### config.mk
export PLATFORM = sky130hd
export DESIGN_NAME = ycbcr420_to_rgb565_scaler
export DESIGN_NICKNAME = d
export VERILOG_FILES = /design/src/rtl/y420rgb_pkg.sv /design/src/rtl/y420rgb_convert.sv /design/src/rtl/ycbcr420_to_rgb565_scaler.sv
export SDC_FILE = /design/constraint.sdc
export NUM_CORES = 1
export LEC_CHECK = 0
export BUFFER_PORTS_ARGS = -buffer_cell sky130_fd_sc_hd__buf_2
export CAP_MARGIN = 20
export CORE_ASPECT_RATIO = 0.7
export CORE_MARGIN = 3
export CORE_UTILIZATION = 47
export DETAILED_ROUTE_END_ITERATION = 10
export GPL_ROUTABILITY_DRIVEN = 0
export PLACE_DENSITY = 0.73
export SLEW_MARGIN = 40
export SYNTH_ARGS = -nofsm -noshare
export SYNTH_HDL_FRONTEND = slang
export SYNTH_HIERARCHICAL = 1
export SYNTH_SLANG_ARGS = --single-unit
### constraint.sdc
create_clock -name aclk -period 14.65 [get_ports aclk]
set_input_delay 1.465 -clock aclk [delete_from_list [all_inputs] [get_ports aclk]]
set_output_delay 1.465 -clock aclk [all_outputs]
set_load 0.03 [all_outputs]
### src/rtl/y420rgb_pkg.sv
// shared constants, types and helper functions for the ycbcr 4:2:0 to rgb565 converter
package y420rgb_pkg;

    localparam int SAMPLE_W = 8;
    localparam int PIXEL_W  = 16;
    localparam int ACC_W    = 16;
    localparam int FRAC_W   = 5;

    localparam int S_DATA_W = 6 * SAMPLE_W;

    // fixed point coefficients, 5 fractional bits
    localparam logic signed [ACC_W-1:0] COEF_CB_B = 16'sd57;
    localparam logic signed [ACC_W-1:0] COEF_CB_G = 16'sd11;
    localparam logic signed [ACC_W-1:0] COEF_CR_G = 16'sd23;
    localparam logic signed [ACC_W-1:0] COEF_CR_R = 16'sd45;
    localparam logic [ACC_W-1:0]        LUMA_BIAS = 16'd16;
    localparam logic [9:0]              AVG_ROUND = 10'd2;

    typedef enum logic {
        SCALE_1TO1 = 1'b0,
        SCALE_1TO2 = 1'b1
    } scale_mode_t;

    typedef struct packed {
        logic [SAMPLE_W-1:0] chroma_red;
        logic [SAMPLE_W-1:0] chroma_blue;
        logic [SAMPLE_W-1:0] luma_bottom_right;
        logic [SAMPLE_W-1:0] luma_bottom_left;
        logic [SAMPLE_W-1:0] luma_top_right;
        logic [SAMPLE_W-1:0] luma_top_left;
    } sample_word_t;

    // drop the fraction and clamp to 0..255
    function automatic logic [7:0] chan_sat(input logic signed [ACC_W-1:0] acc);
        logic [7:0] res;
        if (acc[ACC_W-1]) begin
            res = 8'd0;
        end else if (acc[ACC_W-2:FRAC_W+8] != '0) begin
            res = 8'hFF;
        end else begin
            res = acc[FRAC_W+7:FRAC_W];
        end
        return res;
    endfunction

endpackage

### src/rtl/y420rgb_convert.sv
// combinational luma select/average and color conversion of one word
module y420rgb_convert
    import y420rgb_pkg::*;
(
    input  sample_word_t       samples,
    input  scale_mode_t        scale_mode,
    output logic [PIXEL_W-1:0] pixel_rgb565
);

    logic [9:0]              luma_sum;
    logic [SAMPLE_W-1:0]     luma;
    logic signed [ACC_W-1:0] yy;
    logic signed [ACC_W-1:0] u;
    logic signed [ACC_W-1:0] v;
    logic signed [ACC_W-1:0] acc_b;
    logic signed [ACC_W-1:0] acc_g;
    logic signed [ACC_W-1:0] acc_r;
    logic [7:0]              chan_b;
    logic [7:0]              chan_g;
    logic [7:0]              chan_r;

    always_comb begin
        luma_sum = 10'(samples.luma_top_left) + 10'(samples.luma_top_right)
                 + 10'(samples.luma_bottom_left) + 10'(samples.luma_bottom_right)
                 + AVG_ROUND;
        case (scale_mode)
            SCALE_1TO2: luma = luma_sum[9:2];
            default:    luma = samples.luma_top_left;
        endcase
    end

    // subtracting 128 from an 8-bit sample is an msb flip into two's complement
    assign u = ACC_W'($signed({~samples.chroma_blue[7], samples.chroma_blue[6:0]}));
    assign v = ACC_W'($signed({~samples.chroma_red[7], samples.chroma_red[6:0]}));

    assign yy    = $signed({3'b000, luma, 5'b00000} | LUMA_BIAS);
    assign acc_b = yy + COEF_CB_B * u;
    assign acc_g = yy - COEF_CB_G * u - COEF_CR_G * v;
    assign acc_r = yy + COEF_CR_R * v;

    assign chan_b = chan_sat(acc_b);
    assign chan_g = chan_sat(acc_g);
    assign chan_r = chan_sat(acc_r);

    assign pixel_rgb565 = {chan_r[7:3], chan_g[7:2], chan_b[7:3]};

endmodule

### src/rtl/ycbcr420_to_rgb565_scaler.sv
// top level: ycbcr 4:2:0 square to rgb565 pixel stream with optional 2x2 luma averaging
//
// Takes one word per clock: four luma samples of a 2x2 square plus the shared Cb/Cr pair,
// and returns one RGB565 pixel per word. The word is captured in an input register, the
// luma selection or rounded average and the fixed point color conversion run in one
// combinational pass, and the pixel lands in an output register that drives m_tvalid;
// throughput is one pixel per clock when m_tready stays high. scale_mode (written on the
// cfg channel, always ready) picks 1:1 (top-left luma only) or 1:2 (average of all four);
// change it only while no words are in flight.
module ycbcr420_to_rgb565_scaler
    import y420rgb_pkg::*;
(
    input  logic                aclk,
    input  logic                aresetn,

    input  logic                s_tvalid,
    output logic                s_tready,
    // luma_top_left, luma_top_right, luma_bottom_left, luma_bottom_right,
    // chroma_blue, chroma_red (8 bits each, lowest first)
    input  logic [S_DATA_W-1:0] s_tdata,

    output logic                m_tvalid,
    input  logic                m_tready,
    // pixel_rgb565
    output logic [PIXEL_W-1:0]  m_tdata,

    input  logic                cfg_valid,
    output logic                cfg_ready,
    input  logic                cfg_data
);

    scale_mode_t        scale_mode_reg;
    logic               in_valid_reg;
    sample_word_t       in_word_reg;
    logic               out_valid_reg;
    logic [PIXEL_W-1:0] out_pixel_reg;
    logic [PIXEL_W-1:0] pixel_next;
    logic               out_load;

    assign cfg_ready = 1'b1;

    always_ff @(posedge aclk) begin
        if (!aresetn) begin
            scale_mode_reg <= SCALE_1TO1;
        end else if (cfg_valid) begin
            scale_mode_reg <= scale_mode_t'(cfg_data);
        end
    end

    // input stage moves on when the output register is free or being drained
    assign out_load = !out_valid_reg || m_tready;
    assign s_tready = !in_valid_reg || out_load;

    always_ff @(posedge aclk) begin
        if (!aresetn) begin
            in_valid_reg <= 1'b0;
        end else if (s_tready) begin
            in_valid_reg <= s_tvalid;
        end
    end

    always_ff @(posedge aclk) begin
        if (s_tready && s_tvalid) begin
            in_word_reg <= sample_word_t'(s_tdata);
        end
    end

    y420rgb_convert u_convert (
        .samples      (in_word_reg),
        .scale_mode   (scale_mode_reg),
        .pixel_rgb565 (pixel_next)
    );

    always_ff @(posedge aclk) begin
        if (!aresetn) begin
            out_valid_reg <= 1'b0;
        end else if (out_load) begin
            out_valid_reg <= in_valid_reg;
        end
    end

    always_ff @(posedge aclk) begin
        if (out_load && in_valid_reg) begin
            out_pixel_reg <= pixel_next;
        end
    end

    assign m_tvalid = out_valid_reg;
    assign m_tdata  = out_pixel_reg;

    a_accept_fills_input: assert property (@(posedge aclk) disable iff (!aresetn)
        s_tvalid && s_tready |=> in_valid_reg)
        else $error("accepted word did not reach the input register");

    a_stall_holds_input: assert property (@(posedge aclk) disable iff (!aresetn)
        in_valid_reg && out_valid_reg && !m_tready |=> in_valid_reg && $stable(in_word_reg))
        else $error("input register changed while the output was stalled");

    a_cfg_write: assert property (@(posedge aclk) disable iff (!aresetn)
        cfg_valid |=> scale_mode_reg == scale_mode_t'($past(cfg_data)))
        else $error("scale mode write not taken");

    a_pipe_advance: assert property (@(posedge aclk) disable iff (!aresetn)
        in_valid_reg && out_load |=> out_valid_reg)
        else $error("word lost between input and output registers");

endmodule

== Word-level counts from Yosys, hierarchy flattened ==
Cells that the tools add are included.

* $add $sub $neg: 8
* $mul: 4
* Multiplexer cells: 4
* Bitwise logic cells: 2
* Reduce and logical (&&, ||, !) cells: 9

{| class="wikitable"
|+ Operators with widths
! cell !! count
|-
| $add 14x16->16 || 2
|-
| $mux 8 || 4
|-
| $mul 7x8->15 const A || 2
|-
| $add 10x8->10 || 2
|-
| $sub 14x16->16 || 1
|-
| $sub 16x16->16 || 1
|-
| $mul 6x8->14 const A || 1
|-
| $mul 5x8->13 const A || 1
|-
| $add 10x2->10 const B || 1
|-
| $add 8x8->9 || 1
|-
| $reduce_bool 2->1 || 3
|-
| $logic_and 1x1->1 || 2
|-
| $logic_not 1->1 || 2
|-
| $logic_or 1x1->1 || 2
|-
| $not 1->1 || 2
|}

* Bits in registers: 67
* Bits of input ports: 54
* Word-level logic and storage cells: 39

== Depth between registers and ports, before layout ==
* Depth after elaboration: 9
* Gate-level depth with buffers: 23
* Depth with buffers taken out: 23

== Hierarchy ==
Netlist, hierarchy kept.

{| class="wikitable"
|+ Modules (own cells, without submodules)
! module !! instances !! cells each !! area an instance (sq um)
|-
| y420rgb_convert || 1 || 630 || 5,535.3
|-
| ycbcr420_to_rgb565_scaler || 1 || 78 || 2,073.2
|}

== Least setup slack after synthesis ==
OpenSTA, ideal clock, no wires.

* Path type: reg2reg
* Start point: register in_word_reg[0] (netlist bit)
* End point: register out_pixel_reg[11] (netlist: m_tdata[11]) (data pin)
* Setup time: 0.254 ns
* Data arrival time: 5.674 ns
* Path slack: 8.722 ns
* Stages on the path, launching flop included: 24
* Buffers on the path: 0
* Period minus slack after synthesis: 5.928 ns
* Cells stage by stage: edfxtp_1 > fa_1 > inv_1 > fa_1 > inv_1 > ha_1 > and3b_1 > o21a_1 > o2111ai_1 > nand2_1 > or2_2 > a31o_2 > fa_1 > fa_1 > inv_1 > fa_1 > inv_1 > ha_1 > or2_2 > a31oi_1 > a211oi_1 > nor3_1 > o22ai_1 > o21a_1

* Longest elaborated chain between the ends: 8

{| class="wikitable"
|+ RTL lines
! item !! RTL line !! text
|-
| start, declared || ycbcr420_to_rgb565_scaler.sv:34 || <nowiki>sample_word_t in_word_reg;</nowiki>
|-
| start signal, assigned || ycbcr420_to_rgb565_scaler.sv:64 || <nowiki>in_word_reg <= sample_word_t'(s_tdata);</nowiki>
|-
| $add 8x8->9 || y420rgb_convert.sv:23 || <nowiki>luma_sum = 10'(samples.luma_top_left) + 10'(samples.luma_top_right)</nowiki>
|-
| $add 10x8->10 (2 in a row) || y420rgb_convert.sv:24 || <nowiki>+ 10'(samples.luma_bottom_left) + 10'(samples.luma_bottom_right)</nowiki>
|-
| $add 10x2->10 || y420rgb_convert.sv:25 || <nowiki>+ AVG_ROUND;</nowiki>
|-
| $mux 8 * || y420rgb_convert.sv:26 || <nowiki>case (scale_mode)</nowiki>
|-
| $add 14x16->16 * || y420rgb_convert.sv:39 || <nowiki>assign acc_r = yy + COEF_CR_R * v;</nowiki>
|-
| $reduce_bool 2->1 || y420rgb_pkg.sv:38 || <nowiki>end else if (acc[ACC_W-2:FRAC_W+8] != '0) begin</nowiki>
|-
| $mux 8 || y420rgb_pkg.sv:38 ||
|-
| end signal, assigned || ycbcr420_to_rgb565_scaler.sv:84 || <nowiki>out_pixel_reg <= pixel_next;</nowiki>
|-
| end, declared || ycbcr420_to_rgb565_scaler.sv:36 || <nowiki>logic [PIXEL_W-1:0] out_pixel_reg;</nowiki>
|}

Every way passes the cells marked *; elsewhere a longest branch is shown, timed or not.
A chain may end at the register's enable or synchronous reset.

== Worst setup path in the final report ==
Ends and elaborated chain as after synthesis.

==> reports/metrics.cfg <==
[status]
status = complete, no violations

[clocking]
cts.path.max_buffers = 2
cts_made_buffers = 9
cts_tree = built
cts.sinks = 67
post_cts_buffers = 0
cts_resized = 0
cts.htree.levels = 3
cts_hold_buf = 0
root_buffer = clkbuf_16
path_clk_slew_ns = 0.06
clock_latency_ns = 0.34

[detailed_routing]
routed_wl_um = 14970
drc = 0
via_count = 4993
firstDrtPassIters = 4
ant_nets = 0
routedWlPerCell_um = 15.09
viasPerCell = 5.033
drt_iter0_drc = 246

[synth]
synth.area.top_cells = edfxtp_1 25%, fa_1 24%, ha_1 19%
ys_seq_area_frac = 0.2605
synth-edff-count = 64
syn_area_sq_mm = 0.007609
synth_top_area_share = 0.2526
postSynthAreaPerCell_sq_um = 10.75
syn_inst = 708
syn_nets = 966
yosys_warnings = 6
yosysUniqueCellTypes = 57
synth_seq_cells = 67
synth_ff_type = edfxtp_1
yosysTopAreaCell = edfxtp_1
synthArstFlopShare = 0

[timing]
tightestPinTransition_ns = 0.6341
setup_viol_count_final = 0
max_slew_margin = 0.5768
post-route-period-util = 0.4359
fmax_ghz = 0.1566
setup_ws_ns = 8.264
rsz0062_at_grt = no
whs_ns = 0.5293
final.setup.tns_ns = 0
clock_skew_ns = 0.009218
final-hold-violation-count = 0
slew_viol_final = 0
period_minus_slack_ns = 6.386

[critical_path]
crit_top_cell = fa_1
regToRegSetupSlack_ns = 8.26
worstSetupStartpoint = in_word_reg[0]
cp.arrival_ns = 6.60
r2r_start = in_word_reg[0]
cp-end-kind = flop
cp.required_ns = 14.86
start_kind = flop
r2r_cells = 23
r2r_end = m_tdata[11]
critical_path_class = reg -> reg
path_cells = fa_1 -> inv_1 -> fa_1 -> inv_1 -> ha_1 -> and3b_1 -> o21a_1 -> o2111ai_1 -> nand2_1 -> or2_2 -> a31o_2 -> fa_1 -> fa_1 -> inv_1 -> fa_1 -> inv_1 -> ha_1 -> or2_2 -> a31oi_1 -> a211oi_1 -> o21a_1 -> o22ai_1 -> o21a_1
cp_max_fo = 5
slowest_delay_ns = 0.54
critPathSlowestCell = fa_1

[global_routing]
grt.overflow.total = 0
grt_pass1_vias = 5201
grt_util_all_layers = 0.1843
grt_pass1_wl_um = 25650
antenna_found_initial = 0
grt_max_degree = 49

[min_path]
hold_start = m_tvalid
min_path_type = reg -> reg
worstHoldPathCells = 2
holdPathEnd = in_valid_reg

[die]
core-area_sq_mm = 0.01569
start_util = 0.4849
rows = 38
dieArea_sq_mm = 0.01778
boundaryPins = 73
dieWidth_um = 158.1
die_h_um = 112.5

[power_and_ir_drop]
irDropWorstVdd_mv = 0.1412
total_power_w = 0.001799
p_leak_nw = 4.195
power_density_mw_per_mm2 = 211.5

[placed_design]
pre_cts_slack_ns = 8.362
port-buffer-count = 71
hpwl_um = 12230

[layout]
post_route_cells_drive_above_1_share = 0.1503
finalNetCount = 1045
largest_reg_flops = 48
syn_to_final_growth_pct = 11.81
fillerInstances = 1372
antenna_cells = 0

[run]
maxCapViolations = 0

critical path: cells and delay by family, from the launching register on:
kind	cells	cell delay (ns)
flip-flops	1	0.42
adder cells (fa/ha/maj)	7	2.90
AO/OA/AOI/OAI	8	1.81
AND/OR/NAND/NOR	4	0.91
buffers and inverters	4	0.20
final cells by class:
class / instances / area [sq um] / share of cell area
clock inverter: 7 / 65.06 / 0.007648
clock buffer: 9 / 225.2 / 0.02647
sequential: 67 / 1983 / 0.2331
timing repair buffer: 73 / 370.4 / 0.04354
tap: 200 / 250.2 / 0.02942
inverter: 198 / 743.2 / 0.08737
multi-input combinational: 438 / 4870 / 0.5724
worst max-delay path by stage:
stage,slack (ns),cells after the start,end
floorplan,8.72,23,m_tdata[11]
global placement,8.44,23,m_tdata[11]
detailed placement,8.36,23,m_tdata[2]
CTS,8.31,23,m_tdata[11]
global route,7.98,23,m_tdata[4]
finish,8.26,23,m_tdata[11]
per-layer routing:
metal  track usage  part of all wire
met5             0                 0
met4       0.03610            0.0077
met3       0.03545             0.047
met2        0.2760              0.43
met1        0.2817              0.51
cells by family after synthesis:
family | Yosys count | share of synthesized area
AOI/OAI and AO/OA | 97 | 0.09160
other | 1 | 0.0004929
DFF | 67 | 0.2605
buffers and inverters | 203 | 0.1010
muxes | 13 | 0.01792
xor gates and xnor gates | 28 | 0.03223
and+or+nand+nor | 95 | 0.07104
adders and majority gates | 204 | 0.4253
per-stage QoR:
| stage | util | instance area (sq um) | cells |
|---|---|---|---|
| floorplan | - | 7609 | 708 |
| global placement | 0.5236 | 8215 | 976 |
| detailed placement | 0.5236 | 8215 | 976 |
| CTS | 0.5421 | 8506 | 992 |
| global route | 0.5422 | 8507 | 992 |
| finish | 0.5422 | 8507 | 992 |
synth_stat cells, types with 3 or more instances:
cell and number:
o22ai_1 3, mux2_2 5, nand4_1 4, a211oi_1 3, a21o_1 10, or2_2 5, and3_1 3, nor2_1 19
a31oi_1 5, ha_1 113, o21ai_0 14, dfxtp_1 3, xor2_1 5, inv_1 198, fa_1 91, a31o_2 3
edfxtp_1 64, o22a_2 3, o21a_1 19, nand3_1 5, nand2_1 17, nand2b_1 6, and2_1 3, nor2b_1 7
a21oi_1 20, nor3_1 10, xnor2_1 23, mux2i_1 8
placed cells by master, fill, tap and decap left out, types with 14 or more instances in the layout:
| master | instances |
|---|---|
| fa_1 | 91 |
| o21a_1 | 19 |
| nor2_1 | 19 |
| nand2_1 | 17 |
| o21ai_0 | 14 |
| xnor2_1 | 23 |
| buf_2 | 71 |
| edfxtp_1 | 64 |
| ha_1 | 113 |
| inv_1 | 198 |
| a21oi_1 | 19 |
power by group:
part	switching, W	internal, W
Sequential	0.0000131	0.000255
Clock	0.0000980	0.000119
Combinational	0.000745	0.000569
Power figures use the tool's default switching activity.
